## src/rtl/ddw_pkg.sv

```systemverilog
// Package for the decimal display writer.
// Word types, job type and bus constants shared by all ddw modules.
// No dependencies.
package ddw_pkg;

  localparam int MaxDigitsDef  = 10;
  localparam int ValueWidthDef = 32;
  localparam int QueueDepth    = 2;
  localparam int CountW        = 4;
  localparam int DigitW        = 4;

  localparam logic [1:0] LineOne     = 2'd1;
  localparam logic [1:0] LineTwo     = 2'd2;
  localparam logic [7:0] CmdSetAddr  = 8'h80;
  localparam logic [7:0] Line2Offset = 8'h40;
  localparam logic [7:0] AsciiZero   = 8'h30;

  typedef struct packed {
    logic [1:0]        line_number;
    logic [5:0]        column_number;
    logic [31:0]       number_value;
    logic [CountW-1:0] digit_count;
  } in_word_t;

  typedef struct packed {
    logic       is_character;
    logic [7:0] bus_value;
    logic       final_write;
  } out_word_t;

  // classified request handed from front to back
  typedef struct packed {
    logic              has_cmd;
    logic [7:0]        cmd_byte;
    logic [31:0]       number_value;
    logic [CountW-1:0] digit_count;
  } job_t;

endpackage

```

## src/rtl/ddw_front.sv

```systemverilog
// Front end: accepts request words, builds the set-address byte, saturates
// the digit count and masks the value. Uses ddw_pkg.
module ddw_front import ddw_pkg::*; #(
  parameter int MAX_DIGITS  = MaxDigitsDef,
  parameter int VALUE_WIDTH = ValueWidthDef
) (
  input  logic     start,
  output logic     busy,
  input  in_word_t in_word,
  input  logic     q_full,
  output logic     q_push,
  output job_t     q_job
);

  logic              has_cmd;
  logic [7:0]        addr;
  logic [CountW-1:0] count_sat;
  logic [31:0]       value_mask;

  always_comb begin
    has_cmd = (in_word.line_number == LineOne) || (in_word.line_number == LineTwo);
    addr = {2'b00, in_word.column_number} - 8'd1;
    if (in_word.line_number == LineTwo) begin
      addr = addr + Line2Offset;
    end
    if (in_word.digit_count > CountW'(MAX_DIGITS)) begin
      count_sat = CountW'(MAX_DIGITS);
    end else begin
      count_sat = in_word.digit_count;
    end
    value_mask = 32'(in_word.number_value[VALUE_WIDTH-1:0]);
  end

  assign busy = q_full;

  // a request with no command and no digits yields nothing: dropped here
  assign q_push = start && !q_full && (has_cmd || (count_sat != '0));

  assign q_job = '{has_cmd:      has_cmd,
                   cmd_byte:     CmdSetAddr | addr,
                   number_value: value_mask,
                   digit_count:  count_sat};

endmodule

```

## config.mk

```make
export PLATFORM = sky130hd
export DESIGN_NAME = ddw_front
export DESIGN_NICKNAME = d
export VERILOG_FILES = /design/src/rtl/ddw_pkg.sv /design/src/rtl/ddw_front.sv
export SDC_FILE = /design/constraint.sdc
export NUM_CORES = 1
export LEC_CHECK = 0
export ABC_AREA = 1
export BUFFER_PORTS_ARGS = -buffer_cell sky130_fd_sc_hd__buf_2
export CORE_MARGIN = 1.5
export CORE_UTILIZATION = 27
export DETAILED_ROUTE_END_ITERATION = 16
export GPL_ROUTABILITY_DRIVEN = 0
export GPL_TIMING_DRIVEN = 0
export PLACE_DENSITY = 0.85
export SYNTH_ARGS = -nofsm -noshare
export SYNTH_HDL_FRONTEND = slang
export SYNTH_SLANG_ARGS = --single-unit
```

## constraint.sdc

```tcl
create_clock -name vclk -period 0.9
set_input_delay 0.09 -clock vclk [all_inputs]
set_output_delay 0.09 -clock vclk [all_outputs]
set_load 0.05 [all_outputs]
```

==> impl_metrics.csv <==
group,metric,value,unit
die,die-area,2040,µm²
die,placementRows,15,
global_routing,grt_pass1_vias,506,
layout,n_antenna_cell,0,
layout,layout-drive-gt1-share,82.7,%
global_routing,overflow,0,
worst_setup_path,crit_start,"in_word[36]",
logic_synthesis,ys_seq_area_share,0,%
detailed_routing,routed-via-count,639,
power,leakage,0.583,nW
detailed_routing,dr.pass1.iters,4,
run,cap_violations,0,
detailed_routing,drc,0,
detailed_routing,drt_iter0_markers,1,
logic_synthesis,yosysUniqueCellTypes,14,
hold_path,min-delay-start,"in_word[27]",
sta,rsz0062_at_grt,"yes",
detailed_routing,wire_per_inst,8.07,µm
worst_setup_path,endpoint_kind,"primary output",
die,core_area,1690,µm²
sta,slew_violations,0,
sta,layout_setup_ws,-0.0681,ns
global_routing,antenna_found_initial,0,
layout,finalNetCount,189,
sta,min_period,0.968,ns
die,start_util,28.4,%
global_routing,grt_usage,10.4,%
status,violations,"negative setup slack",
power,pwr-share-clk,0,%
placed_design,dp_slack,-0.208,ns
power,pwr-share-comb,100.0,%
global_routing,grt_pass1_wl,1700,µm
die,fp.dieH,45.2,µm
logic_synthesis,yosys_warnings,0,
power,powerDensity,888,nW/µm²
worst_setup_path,cp.arrival,0.88,ns
detailed_routing,antenna_left,0,
placed_design,port_buffers,60,
layout,n_clock_buffer,0,
global_routing,grt_max_degree,6,
layout,nFlopsAndLatches,0,
logic_synthesis,synthCells,78,
power,p_int,0.305,mW
logic_synthesis,synth.avg_cell_area,6.16,µm²
hold_path,hold_class,"input pin to primary output",
worst_setup_path,critical_path.max_fanout,4,
sta,fmax,1.03,GHz
power,swShare,66.0,%
layout,syn2layout_area_growth,110,%
status,status,"finished, violations left",
sta,period_share,108,%
detailed_routing,finalWirelength,1260,µm
layout,seq_area,0,µm²
sta,finalSetupViolations,4,
power,power_switching,0.591,mW
sta,hold_viol,0,
worst_setup_path,cp.required,0.81,ns
power,p_seq_share,0,%
placed_design,dp_hpwl,1170,µm
logic_synthesis,syn_nets,126,
die,die_w,45.2,µm
detailed_routing,viasPerCell,4.10,
clock_tree,hold_buffers,0,
layout,final_util,59.8,%
worst_setup_path,startpoint_type,"input pin",
power,vdd_ir_drop_max,542,µV
logic_synthesis,syn-cell-area,480,µm²
worst_setup_path,worstSetupPathType,"input pin to primary output",
die,io_pins,93,
## Yosys cell counts
master / number / share of area (%)
nor2_2: 2 / 2.6
nand4_1: 2 / 2.6
nor2_1: 6 / 4.7
ha_1: 2 / 5.2
conb_1: 1 / 0.78
nand2_2: 1 / 1.3
clkbuf_1: 1 / 0.78
a21o_1: 1 / 1.6
inv_1: 12 / 9.4
buf_4: 35 / 55
xor2_1: 3 / 5.5
nand3_1: 3 / 3.1
nand2_1: 8 / 6.3
a21boi_0: 1 / 1.6
## through the flow
| stage | cells | TNS [ns] | hold slack (ns) | cell area [µm²] | power, mW |
|---|---|---|---|---|---|
| floorplan | 78 | -0.908 | 0.305 | 587 | 0.678 |
| finish | 156 | -0.194 | 0.482 | 1010 | 0.896 |
| CTS | 156 | -0.228 | 0.482 | 1000 | 0.898 |
| global route | 156 | -0.479 | 0.484 | 1010 | 0.938 |
| detailed placement | 155 | -1.03 | 0.482 | 908 | 0.834 |
| global placement | 155 | -0.945 | 0.482 | 908 | 0.826 |
## critical path: stages
cell and delay (ns):
buf_6 0.07, clkinvlp_4 0.11, ha_4 0.21, nand2_4 0.08, xor2_4 0.14, buf_6 0.17
## path summary, 6_finish.rpt
check | to | slack, ns | cells past startpoint
worst min-delay path | q_job[27] | 0.48 | 2
worst max-delay path | q_job[40] | -0.07 | 6
## cells in the final DEF, fill, tap and decap left out, types with 3 or more instances in the layout
cell type,n
buf_2,49
buf_4,38
buf_6,7
clkinvlp_4,3
inv_1,8
nand2_1,3
nand2_2,3
nand2_4,3
nor2_1,6
xor2_4,3
## what timing repair did
item                       4_1_cts  5_1_grt
pin swaps                        6        3
setup endpoints to repair        8        7
buffers inserted                 1        0
gates cloned                     0        0
gates resized for setup         23        2
## area by class of cell
type	instances	area, µm²
Tap cell	17	21.3
Inverter	12	58.8
Fill cell	153	679
Multi-Input combinational cell	30	287
Buffer	36	267
Timing Repair Buffer	61	377
## logic make-up after synthesis
kind of cell	after synthesis	share of synthesized area [%]
compound gates	2	3.13
other cells	1	0.781
xor+xnor	3	5.47
buf+inv	48	64.8
simple gates	22	20.6
fa+ha+maj	2	5.21
## layer usage
layer / vias to the layer above / global-route usage [%] / part of all wire [%]
li1: 316 / - / -
met1: 277 / 10.3 / 26
met2: 46 / 24.0 / 63
met3: 0 / 0 / 11
met4: 0 / 0 / 0
met5: - / 0 / 0
## power by group through the flow
stage / Sequential [mW] / Combinational [mW] / Clock (mW)
5_1_grt: 0 / 0.938 / 0
6_report: 0 / 0.896 / 0
2_1_floorplan: 0 / 0.678 / 0
3_3_place_gp: 0 / 0.826 / 0
4_1_cts: 0 / 0.898 / 0
3_5_place_dp: 0 / 0.834 / 0
No activity file was read; power rests on OpenSTA's default activity.
