## src/rtl/ddw_pkg.sv

```systemverilog
// Package for the decimal display writer.
// Word types, job type and bus constants shared by all ddw modules.
// No dependencies.
package ddw_pkg;

  localparam int MaxDigitsDef  = 10;
  localparam int ValueWidthDef = 32;
  localparam int QueueDepth    = 2;
  localparam int CountW        = 4;
  localparam int DigitW        = 4;

  localparam logic [1:0] LineOne     = 2'd1;
  localparam logic [1:0] LineTwo     = 2'd2;
  localparam logic [7:0] CmdSetAddr  = 8'h80;
  localparam logic [7:0] Line2Offset = 8'h40;
  localparam logic [7:0] AsciiZero   = 8'h30;

  typedef struct packed {
    logic [1:0]        line_number;
    logic [5:0]        column_number;
    logic [31:0]       number_value;
    logic [CountW-1:0] digit_count;
  } in_word_t;

  typedef struct packed {
    logic       is_character;
    logic [7:0] bus_value;
    logic       final_write;
  } out_word_t;

  // classified request handed from front to back
  typedef struct packed {
    logic              has_cmd;
    logic [7:0]        cmd_byte;
    logic [31:0]       number_value;
    logic [CountW-1:0] digit_count;
  } job_t;

endpackage

```

## src/rtl/ddw_queue.sv

```systemverilog
// Short job queue between front and back ends (flip-flop storage).
// Uses ddw_pkg for job_t and QueueDepth.
module ddw_queue import ddw_pkg::*; (
  input  logic clk,
  input  logic rst_n,
  input  logic push,
  input  job_t push_job,
  input  logic pop,
  output job_t head_job,
  output logic not_empty,
  output logic full
);

  localparam int PtrW = (QueueDepth > 1) ? $clog2(QueueDepth) : 1;
  localparam int CntW = $clog2(QueueDepth + 1);

  job_t            entry_r [QueueDepth];
  logic [PtrW-1:0] wr_ptr_r;
  logic [PtrW-1:0] rd_ptr_r;
  logic [CntW-1:0] fill_r;

  assign not_empty = (fill_r != '0);
  assign full      = (fill_r == CntW'(QueueDepth));
  assign head_job  = entry_r[rd_ptr_r];

  always_ff @(posedge clk) begin
    if (!rst_n) begin
      wr_ptr_r <= '0;
      rd_ptr_r <= '0;
      fill_r   <= '0;
    end else begin
      if (push) begin
        wr_ptr_r <= (wr_ptr_r == PtrW'(QueueDepth - 1)) ? '0 : wr_ptr_r + 1'b1;
      end
      if (pop) begin
        rd_ptr_r <= (rd_ptr_r == PtrW'(QueueDepth - 1)) ? '0 : rd_ptr_r + 1'b1;
      end
      if (push && !pop) begin
        fill_r <= fill_r + 1'b1;
      end else if (pop && !push) begin
        fill_r <= fill_r - 1'b1;
      end
    end
  end

  always_ff @(posedge clk) begin
    if (push) begin
      entry_r[wr_ptr_r] <= push_job;
    end
  end

endmodule

```

## config.mk

```make
export PLATFORM = sky130hd
export DESIGN_NAME = ddw_queue
export DESIGN_NICKNAME = d
export VERILOG_FILES = /design/src/rtl/ddw_pkg.sv /design/src/rtl/ddw_queue.sv
export SDC_FILE = /design/constraint.sdc
export NUM_CORES = 1
export LEC_CHECK = 0
export ABC_AREA = 0
export BUFFER_PORTS_ARGS = -buffer_cell sky130_fd_sc_hd__clkbuf_2
export CORE_MARGIN = 1
export CORE_UTILIZATION = 55
export DETAILED_ROUTE_END_ITERATION = 8
export PLACE_DENSITY = 0.85
export SETUP_SLACK_MARGIN = 0.05
export SLEW_MARGIN = 20
export SYNTH_ARGS = -nofsm -noshare
export SYNTH_HDL_FRONTEND = slang
export SYNTH_SLANG_ARGS = --single-unit
```

## constraint.sdc

```tcl
create_clock -name clk -period 4.6 [get_ports clk]
set_input_delay 0.46 -clock clk [delete_from_list [all_inputs] [get_ports clk]]
set_output_delay 0.46 -clock clk [all_outputs]
set_load 0.05 [all_outputs]
```

==> run_results.csv, run 1 <==
group,metric,value,unit
clock_network,holdBufCountCts,0,
setup_path,reg2regPathDepth,2,
sta,final.setup.tns,0,ns
detailed_routing,final_antenna_net_count,0,
floorplanning,floorplan.initialDensity,57.8,%
floorplanning,io_pins,96,
finish,layout-drive-gt1-share,60.1,%
synthesis,synth_edf_count,90,
sta,slew_violations,0,
setup_path,crit_type,"reg2out",
synthesis,netlist_area,3480,µm²
setup_path,rr_endpoint,"entry_r[0][33]",
detailed_routing,viasPerCell,5.15,
power,ir_drop,314,µV
synthesis,syn_avg_cell_area,21.5,µm²
setup_path,r2r_slack,2.92,ns
detailed_routing,drc_errors,0,
hold_path,hold_path_class,"in2reg",
sta,hold_slack,0.304,ns
detailed_routing,wl,5.60,mm
setup_path,crit_arrival,2.09,ns
detailed_routing,routedWlPerCell,16.3,µm
global_route,grt_pass1_wl,8.21,mm
setup_path,r2r_start,"wr_ptr_r",
synthesis,ys_warn_count,0,
status,status,"completed",
floorplanning,die_w,81.6,µm
floorplanning,num_rows,28,
detailed_routing,vias,1767,
synthesis,yosys.area.top_type,"edfxtp_1",
synthesis,syn_nets,212,
synthesis,async_reset_ff_share,0,%
clock_network,postCtsSetupBuffers,0,
power,power.density,451,nW/µm²
synthesis,yosys_register_bits,95,
setup_path,cp-end-kind,"output port",
sta,hold_viol_final,0,
clock_network,clkSinkCount,95,
floorplanning,die_area,6650,µm²
setup_path,worstPathRequired,4.14,ns
finish,n_antenna_cell,0,
synthesis,synthTopCellsByCount,"edfxtp_1 (90), mux2_2 (45), dfxtp_1 (5), and2_1 (4), buf_6 (4)",
placement,place.gp.congestion,0.722,
synthesis,seq_area_frac_synth,80.5,%
finish,nNetsFinal,314,
finish,area_growth_syn_to_layout,21.5,%
finish,fin_util,70.2,%
placement,dp_cells,328,
sta,fin_skew,0.00494,ns
synthesis,ys_types,17,
setup_path,start_kind,"register",
hold_path,worstHoldPathCells,1,
finish,num-fill-cells,414,
synthesis,synth_ff_type,"edfxtp_1",
sta,max_freq,393,MHz
detailed_routing,drtPass1Iterations,4,
placement,port_buffers,95,
synthesis,synthCells,162,
flow_run,cap_violations,0,
setup_path,critPathMaxFanout,45,
clock_network,cts-root-buf,"clkbuf_8",
detailed_routing,drt_iter0_drc,73,
sta,finalCritPeriodShare,55.4,%
global_route,overflow,0,
hold_path,worstHoldEndpoint,"entry_r[0][19]",
clock_network,cts.clk_slew.worst_paths,0.09,ns
sta,worst_pin_slew,1.08,ns
clock_network,cts_tree,"yes",
global_route,grt_usage,17.5,%
clock_network,clock_latency,0.34,ns
finish,layout.cells.non_filler,343,
synthesis,yosysMostFrequentCell,"edfxtp_1",
floorplanning,die_h,81.6,µm
sta,relSlewSlack,28.0,%
synthesis,synthTopCellsByArea,"edfxtp_1 (78%), mux2_2 (15%), dfxtp_1 (2.9%)",
sta,setup_viol,0,
hold_path,hold_start,"push_job[19]",
global_route,grt_max_degree,46,
clock_network,ctsResizeCount,0,
global_route,antenna_found_initial,0,
power,p_leak,1.63,nW
global_route,grt_pass1_vias,1752,
clock_network,cts_buffer_depth,2,
sta,rsz0062_at_grt,"false",
synthesis,synth_top_area_share,77.6,%
floorplanning,core_area,6030,µm²
clock_network,h-tree-depth,3,
clock_network,cts_made_buffers,9,
sta,period_needed,2.55,ns
[sequential cells by signal, summed over array words and instances (netlist names), named ones only]
name,count
entry_r,90
fill_r,2
rd_ptr_r,1
wr_ptr_r,1
[power by group]
part	leakage [nW]	internal (W)	switching, W
combinational	0.635	0.0000942	0.000218
clock	0.105	0.000302	0.000270
sequential	0.887	0.000997	0.0000277
total	1.63	0.00139	0.000516
[cell families (layout without fill, tap and decap cells)]
| group | Yosys count | in the layout | share of synthesized area (%) |
|---|---|---|---|
| flops | 95 | 95 | 80.5 |
| mux | 45 | 45 | 14.6 |
| simple gates | 9 | 9 | 1.69 |
| buf+inv | 6 | 112 | 1.55 |
| compound gates | 3 | 3 | 0.575 |
| xor+xnor | 3 | 3 | 0.755 |
| fa+ha+maj | 1 | 1 | 0.359 |
[layer usage]
metal	global-route usage, %	wire (µm)	vias up
met5	0	0	-
met4	11.6	120	0
met3	4.44	303	10
met2	28.8	2950	57
met1	20.2	2220	867
li1	-	-	833
[layout make-up]
| class | count | area, µm² | share of cell area, % |
|---|---|---|---|
| flip-flops and latches | 95 | 2800 | 66.3 |
| multi-input cells | 61 | 634 | 15.0 |
| repair buffers | 96 | 483 | 11.4 |
| clock buffers | 9 | 124 | 2.93 |
| well taps | 75 | 93.8 | 2.22 |
| clock inverters | 6 | 86.3 | 2.04 |
| inverters | 1 | 3.75 | 0.0888 |
[worst max-delay path by stage]
stage	startpoint	end	slack, ns	cells past startpoint
2_1_floorplan	push	entry_r[0][0]	1.65	1
3_3_place_gp	register	head_job[30]	2.40	2
3_5_place_dp	register	head_job[30]	2.40	2
4_1_cts	register	head_job[30]	2.00	2
5_1_grt	register	head_job[30]	1.93	2
6_report	register	head_job[29]	2.05	2
[critical path, stage by stage (launching register included)]
cell and delay, ns:
dfxtp_2 1.05, mux2_2 0.45, clkbuf_2 0.24
[placed cells by master (no fill, tap or decap), types with 2 or more instances in the layout]
cell type | netlist | layout
clkbuf_2 | 0 | 95
edfxtp_1 | 90 | 90
mux2_2 | 45 | 45
clkbuf_8 | 0 | 9
dfxtp_1 | 5 | 4
and2_1 | 4 | 3
xor2_1 | 2 | 2
clkinv_2 | 0 | 2
bufinv_16 | 0 | 2
[per-stage QoR]
stage / cell area (µm²) / setup WS [ns] / total power [W]
after floorplan: 3480 / 1.65 / 0.00128
after global placement: 4020 / 2.40 / 0.00135
after detailed placement: 4020 / 2.40 / 0.00136
after CTS: 4230 / 2.00 / 0.00192
after global routing: 4230 / 1.93 / 0.00196
final: 4230 / 2.05 / 0.00191
No activity file was read; power rests on OpenSTA's default activity.
==> run 2, diff against run 1 <==
--- a/config.mk
+++ b/config.mk
@@ -5,12 +5,12 @@
 export SDC_FILE = /design/constraint.sdc
 export NUM_CORES = 1
 export LEC_CHECK = 0
-export ABC_AREA = 0
+export ABC_AREA = 1
 export BUFFER_PORTS_ARGS = -buffer_cell sky130_fd_sc_hd__clkbuf_2
 export CORE_MARGIN = 1
-export CORE_UTILIZATION = 55
+export CORE_UTILIZATION = 47
 export DETAILED_ROUTE_END_ITERATION = 8
-export PLACE_DENSITY = 0.85
+export PLACE_DENSITY = 0.77
 export SETUP_SLACK_MARGIN = 0.05
 export SLEW_MARGIN = 20
 export SYNTH_ARGS = -nofsm -noshare
==> constraint.sdc (replaced) <==
create_clock -name clk -period 2.3 [get_ports clk]
set_input_delay 0.23 -clock clk [delete_from_list [all_inputs] [get_ports clk]]
set_output_delay 0.23 -clock clk [all_outputs]
set_load 0.05 [all_outputs]
==> run 2 against run 1 <==
  * Cell count is 12% higher
  * Sequential cell count stayed put
  * Sequential power is 99% higher
  * Die area increased by 23%
  * Highest routed layer unchanged
==> run_results.csv, run 2 <==
group,metric,value,unit
power,seq_power_share,55.4,%
clock_network,cts_buffer_depth,2,
global_route,grt_pass1_vias,1972,
clock_network,holdBufCountCts,0,
power,p_leak,1.83,nW
placement,dp_hpwl,3.99,mm
detailed_routing,wl,5.73,mm
power,p_sw_share,26.5,%
detailed_routing,final_antenna_net_count,0,
synthesis,synthTopCellsByCount,"edfxtp_1 (90), mux2_4 (40), nand2_1 (9), inv_1 (8), nor2_1 (8)",
global_route,grt_usage,15.1,%
synthesis,synthTopCellsByArea,"edfxtp_1 (73%), mux2_4 (16%), dfxtp_1 (2.7%)",
clock_network,cts.clk_slew.worst_paths,0.09,ns
finish,layout_common_cells,"clkbuf_2 (95), edfxtp_1 (90), mux2_4 (40), nand2_1 (9), clkbuf_8 (9)",
finish,fin_util,60.1,%
detailed_routing,drc_errors,0,
synthesis,async_reset_ff_share,0,%
hold_path,hold_path_class,"in2reg",
finish,n_antenna_cell,0,
sta,period_needed,2.08,ns
hold_path,hold_start,"push_job[23]",
clock_network,cts_tree,"yes",
synthesis,synth_top_area_share,73.5,%
detailed_routing,drtPass1Iterations,4,
power,ir_drop,567,µV
placement,port_buffers,95,
synthesis,netlist_area,3680,µm²
sta,max_freq,480,MHz
synthesis,yosysMostFrequentCell,"edfxtp_1",
synthesis,yosys_register_bits,95,
sta,slew_violations,0,
power,power_frac_clock,27.3,%
sta,final.setup.tns,0,ns
power,power.density,823,nW/µm²
finish,largest_reg_flops,90,
clock_network,clkSinkCount,95,
detailed_routing,vias,1845,
clock_network,h-tree-depth,3,
synthesis,syn_nets,225,
status,status,"completed",
finish,area_growth_syn_to_layout,21.1,%
clock_network,clock_latency,0.34,ns
sta,setup_viol,0,
detailed_routing,routedWlPerCell,14.9,µm
sta,fin_skew,0.00705,ns
setup_path,rr_endpoint,"entry_r[1][8]",
synthesis,syn_avg_cell_area,21.0,µm²
floorplanning,floorplan.initialDensity,49.7,%
setup_path,reg2regPathDepth,3,
synthesis,seq_area_frac_synth,76.2,%
global_route,antenna_found_initial,0,
sta,finalCritPeriodShare,90.6,%
power,power.switching,0.000972,W
setup_path,crit_type,"reg2out",
finish,num-fill-cells,570,
setup_path,r2r_start,"wr_ptr_r",
floorplanning,num_rows,31,
floorplanning,die_w,90.5,µm
setup_path,start_kind,"register",
synthesis,synth_edf_count,90,
finish,nNetsFinal,332,
detailed_routing,viasPerCell,4.79,
flow_run,cap_violations,0,
clock_network,postCtsSetupBuffers,0,
synthesis,synthCells,175,
setup_path,critPathMaxFanout,20,
power,combPwrFrac,17.3,%
synthesis,yosys.area.top_type,"edfxtp_1",
sta,relSlewSlack,68.2,%
floorplanning,io_pins,96,
sta,rsz0062_at_grt,"false",
global_route,grt_pass1_wl,9.24,mm
sta,hold_viol_final,0,
setup_path,worstSetupEndpoint,"head_job[31]",
clock_network,cts_made_buffers,9,
clock_network,ctsResizeCount,0,
finish,layout-drive-gt1-share,56.3,%
floorplanning,die_h,90.5,µm
floorplanning,die_area,8180,µm²
setup_path,crit_arrival,1.85,ns
global_route,overflow,0,
finish,top_regs,"entry_r x90, fill_r x2",
finish,regMostFlops,"entry_r",
floorplanning,core_area,7410,µm²
sta,worst_pin_slew,0.477,ns
synthesis,ys_warn_count,0,
synthesis,synth_ff_type,"edfxtp_1",
finish,final_common_cell,"clkbuf_2",
power,p_int,0.00269,W
detailed_routing,drt_iter0_drc,65,
global_route,grt_max_degree,28,
clock_network,cts-root-buf,"clkbuf_8",
setup_path,r2r_slack,1.02,ns
placement,place.gp.congestion,0.687,
setup_path,cp-end-kind,"output port",
synthesis,ys_types,14,
setup_path,worstPathRequired,2.07,ns
run 2: cell types whose count changed after synthesis, sizes merged, moves of 2 or more:
cell / delta
nand2: +9
nor2: +8
inv: +7
and2: -4
nor2b: -2
xor2: -2
run 2: routing by layer:
layer	up-vias	global-route usage [%]	part of all wire, %
li1	878	-	-
met1	900	16.7	42
met2	61	26.6	52
met3	6	5.47	5.6
met4	0	5.51	1.1
met5	-	0	0
run 2: stage by stage:
| stage | total power [W] | area, µm² | setup WS (ns) | hold WS (ns) | cells |
|---|---|---|---|---|---|
| after CTS | 0.00370 | 4460 | 0.182 | 0.0525 | 385 |
| final | 0.00367 | 4460 | 0.217 | 0.0741 | 385 |
| after global placement | 0.00269 | 4280 | 0.617 | 0.420 | 370 |
| after floorplan | 0.00257 | 3680 | 0.379 | 0.329 | 175 |
| after global routing | 0.00380 | 4460 | 0.137 | 0.0449 | 385 |
| after detailed placement | 0.00271 | 4280 | 0.567 | 0.423 | 370 |
run 2: how the worst min path moves through the flow:
stage                     endpoint  slack (ns)  cells past startpoint
finish              entry_r[0][23]        0.07                      1
global route        entry_r[1][18]        0.04                      1
CTS                 entry_r[1][41]        0.05                      1
detailed placement  entry_r[0][41]        0.42                      1
global placement    entry_r[0][18]        0.42                      1
floorplan            entry_r[0][0]        0.33                      0
run 2: cell type report:
type                       count  area, µm²  area share, %
clock inverter                 5       50.0           1.12
timing repair buffer         101        558           12.5
sequential                    95       2800           62.9
multi-input combinational     67        762           17.1
clock buffer                  10        128           2.86
inverter                       8       30.0          0.674
tap                           99        124           2.78
run 2: kinds of logic (layout without fill, tap and decap cells):
family / Yosys count / in the layout / synth area share, %
buf+inv: 13 / 124 / 3.30
flops: 95 / 95 / 76.2
fa+ha+maj: 1 / 1 / 0.340
simple gates: 19 / 19 / 2.04
compound gates: 2 / 2 / 0.272
mux: 45 / 45 / 17.9
run 2: worst max-delay path, stage by stage, from the launching register on:
cell and delay (ns):
dfxtp_2 0.63, buf_12 0.26, mux2_2 0.37, clkbuf_2 0.24
run 2: power by group through the flow:
stage | sequential, W | clock [W] | combinational, W
5_1_grt | 0.00204 | 0.00110 | 0.000669
3_5_place_dp | 0.00207 | 0 | 0.000642
6_report | 0.00203 | 0.00100 | 0.000635
4_1_cts | 0.00203 | 0.00103 | 0.000644
2_1_floorplan | 0.00205 | 0 | 0.000511
3_3_place_gp | 0.00206 | 0 | 0.000632
